===== config.mk =====
export PLATFORM = sky130hd
export DESIGN_NAME = datetime_difference_top
export DESIGN_NICKNAME = d
export VERILOG_FILES = /design/src/sv/dtd_pkg.sv /design/src/sv/dtd_conv.sv /design/src/sv/dtd_diff.sv /design/src/sv/datetime_difference_top.sv
export SDC_FILE = /design/constraint.sdc
export NUM_CORES = 2
export LEC_CHECK = 0
export ABC_AREA = 1
export BUFFER_PORTS_ARGS = -buffer_cell sky130_fd_sc_hd__buf_2
export CAP_MARGIN = 10
export CORE_MARGIN = 2
export CORE_UTILIZATION = 60
export DETAILED_ROUTE_END_ITERATION = 6
export PLACE_DENSITY = 0.86
export SETUP_SLACK_MARGIN = 0.4
export SYNTH_ARGS = -nofsm -noshare
export SYNTH_HDL_FRONTEND = slang
export SYNTH_HIERARCHICAL = 1
export SYNTH_SLANG_ARGS = --single-unit
export TNS_END_PERCENT = 5

===== constraint.sdc =====
create_clock -name clk_i -period 8.45 [get_ports clk_i]
set_clock_uncertainty 0.1 [all_clocks]
set_input_delay 0.4225 -clock clk_i [delete_from_list [all_inputs] [get_ports clk_i]]
set_output_delay 0.4225 -clock clk_i [all_outputs]
set_load 0.005 [all_outputs]

===== src/sv/dtd_pkg.sv =====
// shared types, constants and calendar tables of the datetime difference block
`timescale 1ns / 1ps

package dtd_pkg;

  localparam int unsigned YEAR_W     = 14;
  localparam int unsigned DAYNUM_W   = 23;
  localparam int unsigned DOY_W      = 9;
  localparam int unsigned QUOT_W     = 8;
  localparam int unsigned NUM_STAGES = 4;

  localparam logic [YEAR_W-1:0] YEAR_LIMIT = 14'd9999;

  // floor(y / 100) == (y * DIV100_MUL) >> DIV100_SH for every 14-bit y
  localparam int unsigned DIV100_MUL = 5243;
  localparam int unsigned DIV100_SH  = 19;
  localparam int unsigned DIV100_PW  = YEAR_W + 13;

  localparam logic [3:0] MONTH_JAN = 4'd1;
  localparam logic [3:0] MONTH_FEB = 4'd2;
  localparam logic [3:0] MONTH_MAR = 4'd3;
  localparam logic [3:0] MONTH_DEC = 4'd12;

  localparam logic [4:0] HOURS_PER_DAY = 5'd24;
  localparam logic [5:0] MINS_PER_HOUR = 6'd60;
  localparam logic [5:0] SECS_PER_MIN  = 6'd60;

  typedef struct packed {
    logic [4:0]  first_day;
    logic [3:0]  first_month;
    logic [13:0] first_year;
    logic [4:0]  first_hours;
    logic [5:0]  first_minutes;
    logic [5:0]  first_seconds;
    logic [4:0]  second_day;
    logic [3:0]  second_month;
    logic [13:0] second_year;
    logic [4:0]  second_hours;
    logic [5:0]  second_minutes;
    logic [5:0]  second_seconds;
  } in_t;

  typedef struct packed {
    logic        valid_res;
    logic [21:0] diff_days;
    logic [4:0]  diff_hours;
    logic [5:0]  diff_minutes;
    logic [5:0]  diff_seconds;
  } out_t;

  typedef struct packed {
    logic [4:0]        day;
    logic [3:0]        month;
    logic [YEAR_W-1:0] year;
    logic [4:0]        hours;
    logic [5:0]        minutes;
    logic [5:0]        seconds;
  } stamp_t;

  // one timestamp as day number plus time of day
  typedef struct packed {
    logic                ok;
    logic [DAYNUM_W-1:0] day_num;
    logic [4:0]          hours;
    logic [5:0]          minutes;
    logic [5:0]          seconds;
  } norm_t;

  // load enables of the two register stages inside one module
  typedef struct packed {
    logic en_a;
    logic en_b;
  } stage_en_t;

  function automatic logic [DOY_W-1:0] days_before_month(input logic [3:0] m);
    logic [DOY_W-1:0] r;
    unique case (m)
      4'd1:    r = 9'd0;
      4'd2:    r = 9'd31;
      4'd3:    r = 9'd59;
      4'd4:    r = 9'd90;
      4'd5:    r = 9'd120;
      4'd6:    r = 9'd151;
      4'd7:    r = 9'd181;
      4'd8:    r = 9'd212;
      4'd9:    r = 9'd243;
      4'd10:   r = 9'd273;
      4'd11:   r = 9'd304;
      4'd12:   r = 9'd334;
      default: r = 9'd0;
    endcase
    return r;
  endfunction

  function automatic logic [4:0] month_length(input logic [3:0] m);
    logic [4:0] r;
    unique case (m) inside
      4'd2:                                      r = 5'd28;
      4'd4, 4'd6, 4'd9, 4'd11:                   r = 5'd30;
      4'd1, 4'd3, 4'd5, 4'd7, 4'd8, 4'd10, 4'd12: r = 5'd31;
      default:                                   r = 5'd0;
    endcase
    return r;
  endfunction

endpackage


===== src/sv/dtd_conv.sv =====
// two-stage conversion of one timestamp into day number and time of day
`timescale 1ns / 1ps

module dtd_conv (
  input  logic                clk_i,
  input  dtd_pkg::stage_en_t  en_i,
  input  dtd_pkg::stamp_t     stamp_i,
  output dtd_pkg::norm_t      norm_o
);

  // stage a: quotients, year times 365, day within common year
  logic [dtd_pkg::YEAR_W-1:0]    year_q;
  logic [dtd_pkg::QUOT_W-1:0]    qy_q, qp_q;
  logic [dtd_pkg::DAYNUM_W-1:0]  y365_q;
  logic [dtd_pkg::DOY_W-1:0]     doy_q;
  logic [3:0]                    month_q;
  logic [4:0]                    day_q;
  logic [4:0]                    hours_q;
  logic [5:0]                    minutes_q, seconds_q;
  logic                          pre_ok_q;

  logic [dtd_pkg::YEAR_W-1:0]    year_m1;
  logic [dtd_pkg::DIV100_PW-1:0] prod_y, prod_p;
  logic                          pre_ok_d;

  always_comb begin
    year_m1 = stamp_i.year - dtd_pkg::YEAR_W'(1);
    prod_y  = dtd_pkg::DIV100_PW'(stamp_i.year) * dtd_pkg::DIV100_PW'(dtd_pkg::DIV100_MUL);
    prod_p  = dtd_pkg::DIV100_PW'(year_m1) * dtd_pkg::DIV100_PW'(dtd_pkg::DIV100_MUL);
    pre_ok_d = (stamp_i.year < dtd_pkg::YEAR_LIMIT)
            && (stamp_i.month >= dtd_pkg::MONTH_JAN) && (stamp_i.month <= dtd_pkg::MONTH_DEC)
            && (stamp_i.day != 5'd0)
            && (stamp_i.hours < dtd_pkg::HOURS_PER_DAY)
            && (stamp_i.minutes < dtd_pkg::MINS_PER_HOUR)
            && (stamp_i.seconds < dtd_pkg::SECS_PER_MIN);
  end

  always_ff @(posedge clk_i) begin
    if (en_i.en_a) begin
      year_q    <= stamp_i.year;
      qy_q      <= prod_y[dtd_pkg::DIV100_SH +: dtd_pkg::QUOT_W];
      qp_q      <= prod_p[dtd_pkg::DIV100_SH +: dtd_pkg::QUOT_W];
      y365_q    <= dtd_pkg::DAYNUM_W'(stamp_i.year) * dtd_pkg::DAYNUM_W'(365);
      doy_q     <= dtd_pkg::days_before_month(stamp_i.month) + dtd_pkg::DOY_W'(stamp_i.day);
      month_q   <= stamp_i.month;
      day_q     <= stamp_i.day;
      hours_q   <= stamp_i.hours;
      minutes_q <= stamp_i.minutes;
      seconds_q <= stamp_i.seconds;
      pre_ok_q  <= pre_ok_d;
    end
  end

  // stage b: leap year, leap days before the year, day number
  logic                         leap;
  logic [4:0]                   max_day;
  logic [dtd_pkg::YEAR_W-1:0]   p_year;
  logic [12:0]                  leaps_before;
  dtd_pkg::norm_t               norm_d, norm_q;

  always_comb begin
    leap = (year_q[1:0] == 2'd0)
        && (((dtd_pkg::YEAR_W'(qy_q) * dtd_pkg::YEAR_W'(100)) != year_q) || (qy_q[1:0] == 2'd0));
    max_day = dtd_pkg::month_length(month_q)
            + 5'((month_q == dtd_pkg::MONTH_FEB) && leap);
    p_year = year_q - dtd_pkg::YEAR_W'(1);
    // year 0 counts as leap, hence the extra one
    if (year_q == '0) begin
      leaps_before = '0;
    end else begin
      leaps_before = 13'(p_year[dtd_pkg::YEAR_W-1:2]) - 13'(qp_q)
                   + 13'(qp_q[dtd_pkg::QUOT_W-1:2]) + 13'd1;
    end
    norm_d.ok      = pre_ok_q && (day_q <= max_day);
    norm_d.day_num = y365_q + dtd_pkg::DAYNUM_W'(leaps_before) + dtd_pkg::DAYNUM_W'(doy_q)
                   + dtd_pkg::DAYNUM_W'(leap && (month_q >= dtd_pkg::MONTH_MAR));
    norm_d.hours   = hours_q;
    norm_d.minutes = minutes_q;
    norm_d.seconds = seconds_q;
  end

  always_ff @(posedge clk_i) begin
    if (en_i.en_b) begin
      norm_q <= norm_d;
    end
  end

  assign norm_o = norm_q;

endmodule


===== src/sv/dtd_diff.sv =====
// ordering of the two timestamps and mixed-radix subtraction
`timescale 1ns / 1ps

module dtd_diff (
  input  logic                clk_i,
  input  dtd_pkg::stage_en_t  en_i,
  input  dtd_pkg::norm_t      first_i,
  input  dtd_pkg::norm_t      second_i,
  output dtd_pkg::out_t       res_o
);

  // stage a: put the later timestamp on top
  dtd_pkg::norm_t big_q, small_q;
  logic           ok_q;
  logic           second_later;

  always_comb begin
    second_later = {second_i.day_num, second_i.hours, second_i.minutes, second_i.seconds}
                 > {first_i.day_num, first_i.hours, first_i.minutes, first_i.seconds};
  end

  always_ff @(posedge clk_i) begin
    if (en_i.en_a) begin
      big_q   <= second_later ? second_i : first_i;
      small_q <= second_later ? first_i : second_i;
      ok_q    <= first_i.ok && second_i.ok;
    end
  end

  // stage b: subtract with borrows through seconds, minutes, hours, days
  logic                          bor_s, bor_m, bor_h;
  logic [5:0]                    sec, mins;
  logic [4:0]                    hrs;
  logic [dtd_pkg::DAYNUM_W-1:0]  days;
  dtd_pkg::out_t                 res_d, res_q;

  always_comb begin
    bor_s = big_q.seconds < small_q.seconds;
    sec   = big_q.seconds - small_q.seconds + (bor_s ? dtd_pkg::SECS_PER_MIN : 6'd0);
    bor_m = {1'b0, big_q.minutes} < ({1'b0, small_q.minutes} + 7'(bor_s));
    mins  = big_q.minutes - small_q.minutes - 6'(bor_s)
          + (bor_m ? dtd_pkg::MINS_PER_HOUR : 6'd0);
    bor_h = {1'b0, big_q.hours} < ({1'b0, small_q.hours} + 6'(bor_m));
    hrs   = big_q.hours - small_q.hours - 5'(bor_m)
          + (bor_h ? dtd_pkg::HOURS_PER_DAY : 5'd0);
    days  = big_q.day_num - small_q.day_num - dtd_pkg::DAYNUM_W'(bor_h);
    res_d = '0;
    if (ok_q) begin
      res_d.valid_res    = 1'b1;
      res_d.diff_days    = days[21:0];
      res_d.diff_hours   = hrs;
      res_d.diff_minutes = mins;
      res_d.diff_seconds = sec;
    end
  end

  always_ff @(posedge clk_i) begin
    if (en_i.en_b) begin
      res_q <= res_d;
    end
  end

  assign res_o = res_q;

endmodule


===== src/sv/datetime_difference_top.sv =====
// top level of the datetime difference block: pipeline control and wiring
`timescale 1ns / 1ps

// Usage
// Input channel: in_valid_i / in_stall_o / in_data_i carries a word of two
// timestamps. Output channel: out_valid_o / out_stall_i / out_data_o carries
// the valid flag and the absolute difference in days, hours, minutes and
// seconds, all zero when any field of either timestamp is out of range.
// A word moves at a rising edge where valid is high and stall is low.
// A word accepted at the input moves through the stage registers in order to
// the output register; one word can enter every cycle while a stage is free.
// The four stages are: quotient and year multiply, day-number sum, ordering,
// borrow subtraction. Each stage has its own valid bit and loads whenever it
// is empty or the stage after it moves, so bubbles close up and a stalled
// result still lets new words enter until every stage is full.
// Reset clears only the valid bits; the data registers are not reset.
// While out_stall_i holds a result, it and the words behind it stay put.

module datetime_difference_top (
  input  logic          clk_i,
  input  logic          rst_ni,
  input  logic          in_valid_i,
  output logic          in_stall_o,
  input  dtd_pkg::in_t  in_data_i,
  output logic          out_valid_o,
  input  logic          out_stall_i,
  output dtd_pkg::out_t out_data_o
);

  logic [dtd_pkg::NUM_STAGES-1:0] vld_d, vld_q;
  logic [dtd_pkg::NUM_STAGES:0]   ready;

  always_comb begin
    ready[dtd_pkg::NUM_STAGES] = !out_stall_i;
    for (int k = dtd_pkg::NUM_STAGES - 1; k >= 0; k--) begin
      ready[k] = !vld_q[k] || ready[k+1];
    end
    vld_d[0] = in_valid_i;
    for (int k = 1; k < dtd_pkg::NUM_STAGES; k++) begin
      vld_d[k] = vld_q[k-1];
    end
  end

  always_ff @(posedge clk_i or negedge rst_ni) begin
    if (!rst_ni) begin
      vld_q <= '0;
    end else begin
      for (int k = 0; k < dtd_pkg::NUM_STAGES; k++) begin
        if (ready[k]) begin
          vld_q[k] <= vld_d[k];
        end
      end
    end
  end

  dtd_pkg::stage_en_t conv_en, diff_en;
  dtd_pkg::stamp_t    stamp_first, stamp_second;
  dtd_pkg::norm_t     norm_first, norm_second;

  always_comb begin
    conv_en.en_a = ready[0];
    conv_en.en_b = ready[1];
    diff_en.en_a = ready[2];
    diff_en.en_b = ready[3];

    stamp_first.day      = in_data_i.first_day;
    stamp_first.month    = in_data_i.first_month;
    stamp_first.year     = in_data_i.first_year;
    stamp_first.hours    = in_data_i.first_hours;
    stamp_first.minutes  = in_data_i.first_minutes;
    stamp_first.seconds  = in_data_i.first_seconds;

    stamp_second.day     = in_data_i.second_day;
    stamp_second.month   = in_data_i.second_month;
    stamp_second.year    = in_data_i.second_year;
    stamp_second.hours   = in_data_i.second_hours;
    stamp_second.minutes = in_data_i.second_minutes;
    stamp_second.seconds = in_data_i.second_seconds;
  end

  dtd_conv u_conv_first (
    .clk_i   (clk_i),
    .en_i    (conv_en),
    .stamp_i (stamp_first),
    .norm_o  (norm_first)
  );

  dtd_conv u_conv_second (
    .clk_i   (clk_i),
    .en_i    (conv_en),
    .stamp_i (stamp_second),
    .norm_o  (norm_second)
  );

  dtd_diff u_diff (
    .clk_i    (clk_i),
    .en_i     (diff_en),
    .first_i  (norm_first),
    .second_i (norm_second),
    .res_o    (out_data_o)
  );

  assign in_stall_o  = !ready[0];
  assign out_valid_o = vld_q[dtd_pkg::NUM_STAGES-1];

`ifndef SYNTHESIS
  // input backs up only when every stage holds a word and the output is held
  assert property (@(posedge clk_i) disable iff (!rst_ni)
    in_stall_o |-> ((&vld_q) && out_stall_i))
    else $error("input stalled with a free pipeline stage");

  // a flagged-invalid result carries an all-zero difference
  assert property (@(posedge clk_i) disable iff (!rst_ni)
    (out_valid_o && !out_data_o.valid_res) |->
      (out_data_o.diff_days == '0) && (out_data_o.diff_hours == '0)
      && (out_data_o.diff_minutes == '0) && (out_data_o.diff_seconds == '0))
    else $error("invalid result with nonzero difference");

  // a valid difference keeps its time-of-day parts in range
  assert property (@(posedge clk_i) disable iff (!rst_ni)
    (out_valid_o && out_data_o.valid_res) |->
      (out_data_o.diff_hours < dtd_pkg::HOURS_PER_DAY)
      && (out_data_o.diff_minutes < dtd_pkg::MINS_PER_HOUR)
      && (out_data_o.diff_seconds < dtd_pkg::SECS_PER_MIN))
    else $error("difference field out of range");
`endif

endmodule


==> qor.yml <==
clock.fmax_ghz: 0.137
fin_tns_setup_ns: 0
io_buffer_count: 125
grtUsageMet1_pct: 35.9
grt_pass1_wl_um: 176000
dp.cells: 6180
drc: 3
worst_ep_required_time_ns: 8.68
core_mm2: 0.0742
report.final.slew_viol_count: 0
crit_type: "reg -> reg"
synth.distinct_cells: 58
place_ws_ns: 1.31
gp_congestion: 0.962
grt-ovfl-total: 0
maxCapViolCount: 0
crit_fanout: 8
fin_crit_sh_pct: 86.2
synth_top_area_share_pct: 25.2
vias: 35000
status: "finished, violations left"
htreeDepth: 2
crit_path_frequent_cell: "ha_1"
async_flop_share_pct: 1.06
die-area_mm2: 0.0768
hpwl_um: 86100
cts_buffer_depth: 3
cts_buffers: 38
worst_setup_path_start_kind: "register"
grt_max_degree: 158
yosys_warnings: 6
syn2layout_area_growth_pct: 7.90
cts_root_buf: "clkbuf_16"
clock_sinks: 379
violations: "DRC"
synth.avg_cell_area_um2: 8.76
wl_per_cell_um: 17.1
slowest_delay_ns: 0.58
ant_nets: 0
rows: 100
worstSkewPairLatency_ns: 0.57
cp.arrival_ns: 7.51
grt_pass1_vias: 35500
netlist_top_cells_area: "edfxtp_1, ha_1, fa_1, inv_1, nand2_1"
finalSetupViolCount: 0
worst_slack_ns: 1.17
nets: 6531
synthFlopType: "edfxtp_1"
synth_edf_count: 375
synth_top_area_cell: "edfxtp_1"
synth_cells: 5108
end_kind: "register"
grtUsageMet2_pct: 48.0
instances_no_fill: 6297
fin_crit_ns: 7.28
initial_utilization_pct: 60.3
ys_seq_area_share_pct: 25.4
viasPerCell: 5.56
rsz0062_at_grt: "false"
final_util_pct: 65.1
slowest_stage: "o22ai_1"
globalRoute.busiestLayer: "met2"
num_io_pins: 126
slew_headroom_pct: 30.9
hold_viol_final: 0
drive_gt1_share_pct: 4.62
dr.pass1.iters: 7
use_met3_pct: 4.29
wirelength_um: 108000
die_h_um: 277
cts_tree: "yes"
syn-cell-area_mm2: 0.0448
antenna_found_initial: 4
drt_iter0_drc: 3047
die-width_um: 277
clkTransAtPathRegs_ns: 0.06
ys_ff_latch: 379
hold_path_class: "in -> reg"
synth_fp_nets: 6341
tightest_slew_ns: 1.04
grt.total_usage_pct: 28.2
[Yosys cell counts, types with 25 or more instances]
cell type and number:
inv_1 1141, xnor2_1 49, nor3_1 46, a21o_1 36, fa_1 390, o21bai_1 25, ha_1 759, nand2_1 971
o21ai_0 128, edfxtp_1 375, nand4_1 65, xor2_1 102, nor2_1 306, a21oi_1 246, nand3_1 286
[registers in the layout, summed over array words and instances (netlist names), 8 cells and up]
name / count
u_conv_first/norm_o: 41
u_conv_second/norm_o: 41
u_diff/res_o: 40
u_diff/big_q: 39
u_diff/small_q: 39
u_conv_first/y365_q: 21
u_conv_second/y365_q: 21
u_conv_first/year_q: 14
u_conv_second/year_q: 14
u_conv_first/doy_q: 9
u_conv_second/doy_q: 9
u_conv_first/qp_q: 8
u_conv_first/qy_q: 8
u_conv_second/qp_q: 8
u_conv_second/qy_q: 8
[critical path: cells and delay by family, from the launching register on]
family | cells | cell delay, ns
compound gates | 7 | 2.26
fa+ha+maj | 8 | 2.08
simple gates | 11 | 1.36
buf+inv | 6 | 0.57
flops | 1 | 0.42
xor+xnor | 2 | 0.23
[final timing paths]
path                                                 to                       from  cells past startpoint  slack, ns
worst max-delay path                   u_diff/res_o[28]          u_diff/small_q[3]                     34       1.17
worst min-delay path            u_conv_first/month_q[1]              in_data_i[72]                      1       0.03
worst max register to register         u_diff/res_o[28]          u_diff/small_q[3]                     34       1.17
worst min register to register  u_conv_first/norm_o[11]  u_conv_first/minutes_q[5]                      0       0.32
max in group asynchronous                      vld_q[3]                     rst_ni                      2       8.03
min in group asynchronous                      vld_q[0]                     rst_ni                      2       0.10
[metal layers]
metal,vias to the layer above,share of wire (%),routed length (um)
li1,16800,-,-
met1,16500,41,44000
met2,1451,48,51300
met3,296,6.9,7420
met4,0,4.6,4930
met5,-,0,0
[area by class of cell]
cell class	instances	area, um^2
Clock inverter	23	299
Fill cell	5759	25900
Clock buffer	43	991
Sequential cell	379	11400
Tap cell	969	1210
Timing Repair Buffer	178	1150
Multi-Input combinational cell	3550	28900
Inverter	1151	4330
Antenna cell	4	10.0
[cells in the final DEF, fill, tap and decap left out, drive strengths merged, types with 6 or more instances in the layout]
cell,instances
nand4,65
nand3,292
a21boi,18
xnor2,49
o22ai,7
a21o,36
buf,131
nand2,982
or2,9
xor2,102
clkinv,13
fa,390
a211oi,6
o21ai,137
a31oi,12
bufinv,6
nand3b,10
edfxtp,375
nor2,321
ha,759
clkbuf,43
o21bai,26
nor3,47
inv,1152
dlygate4sd3,47
o21a,12
a21oi,246
[metrics by stage]
| stage | hold WS, ns | instance area, um^2 |
|---|---|---|
| 6_report | 0.0274 | 48300 |
| 5_1_grt | 0.0217 | 48300 |
| 4_1_cts | 0.00419 | 48300 |
| 3_5_place_dp | 0.136 | 46500 |
| 3_3_place_gp | 0.136 | 46500 |
| 2_1_floorplan | 0.0269 | 44800 |
[timing repair]
item / 4_1_cts / 5_1_grt
resized for setup: 0 / 0
hold endpoints to repair: 50 / 0
buffers inserted: 0 / 0
hold buffers: 47 / 0
[cell families after synthesis]
family                     synth area share [%]
and+or+nand+nor                            16.6
buffers and inverters                      10.0
adders and majority gates                  38.7
AOI/OAI and AO/OA                          6.41
DFF                                        25.4
xor gates and xnor gates                   2.96
Power is left out: the tool's default activity adds up to more than one toggle a clock period on the data nets, which glitch-free logic cannot reach.
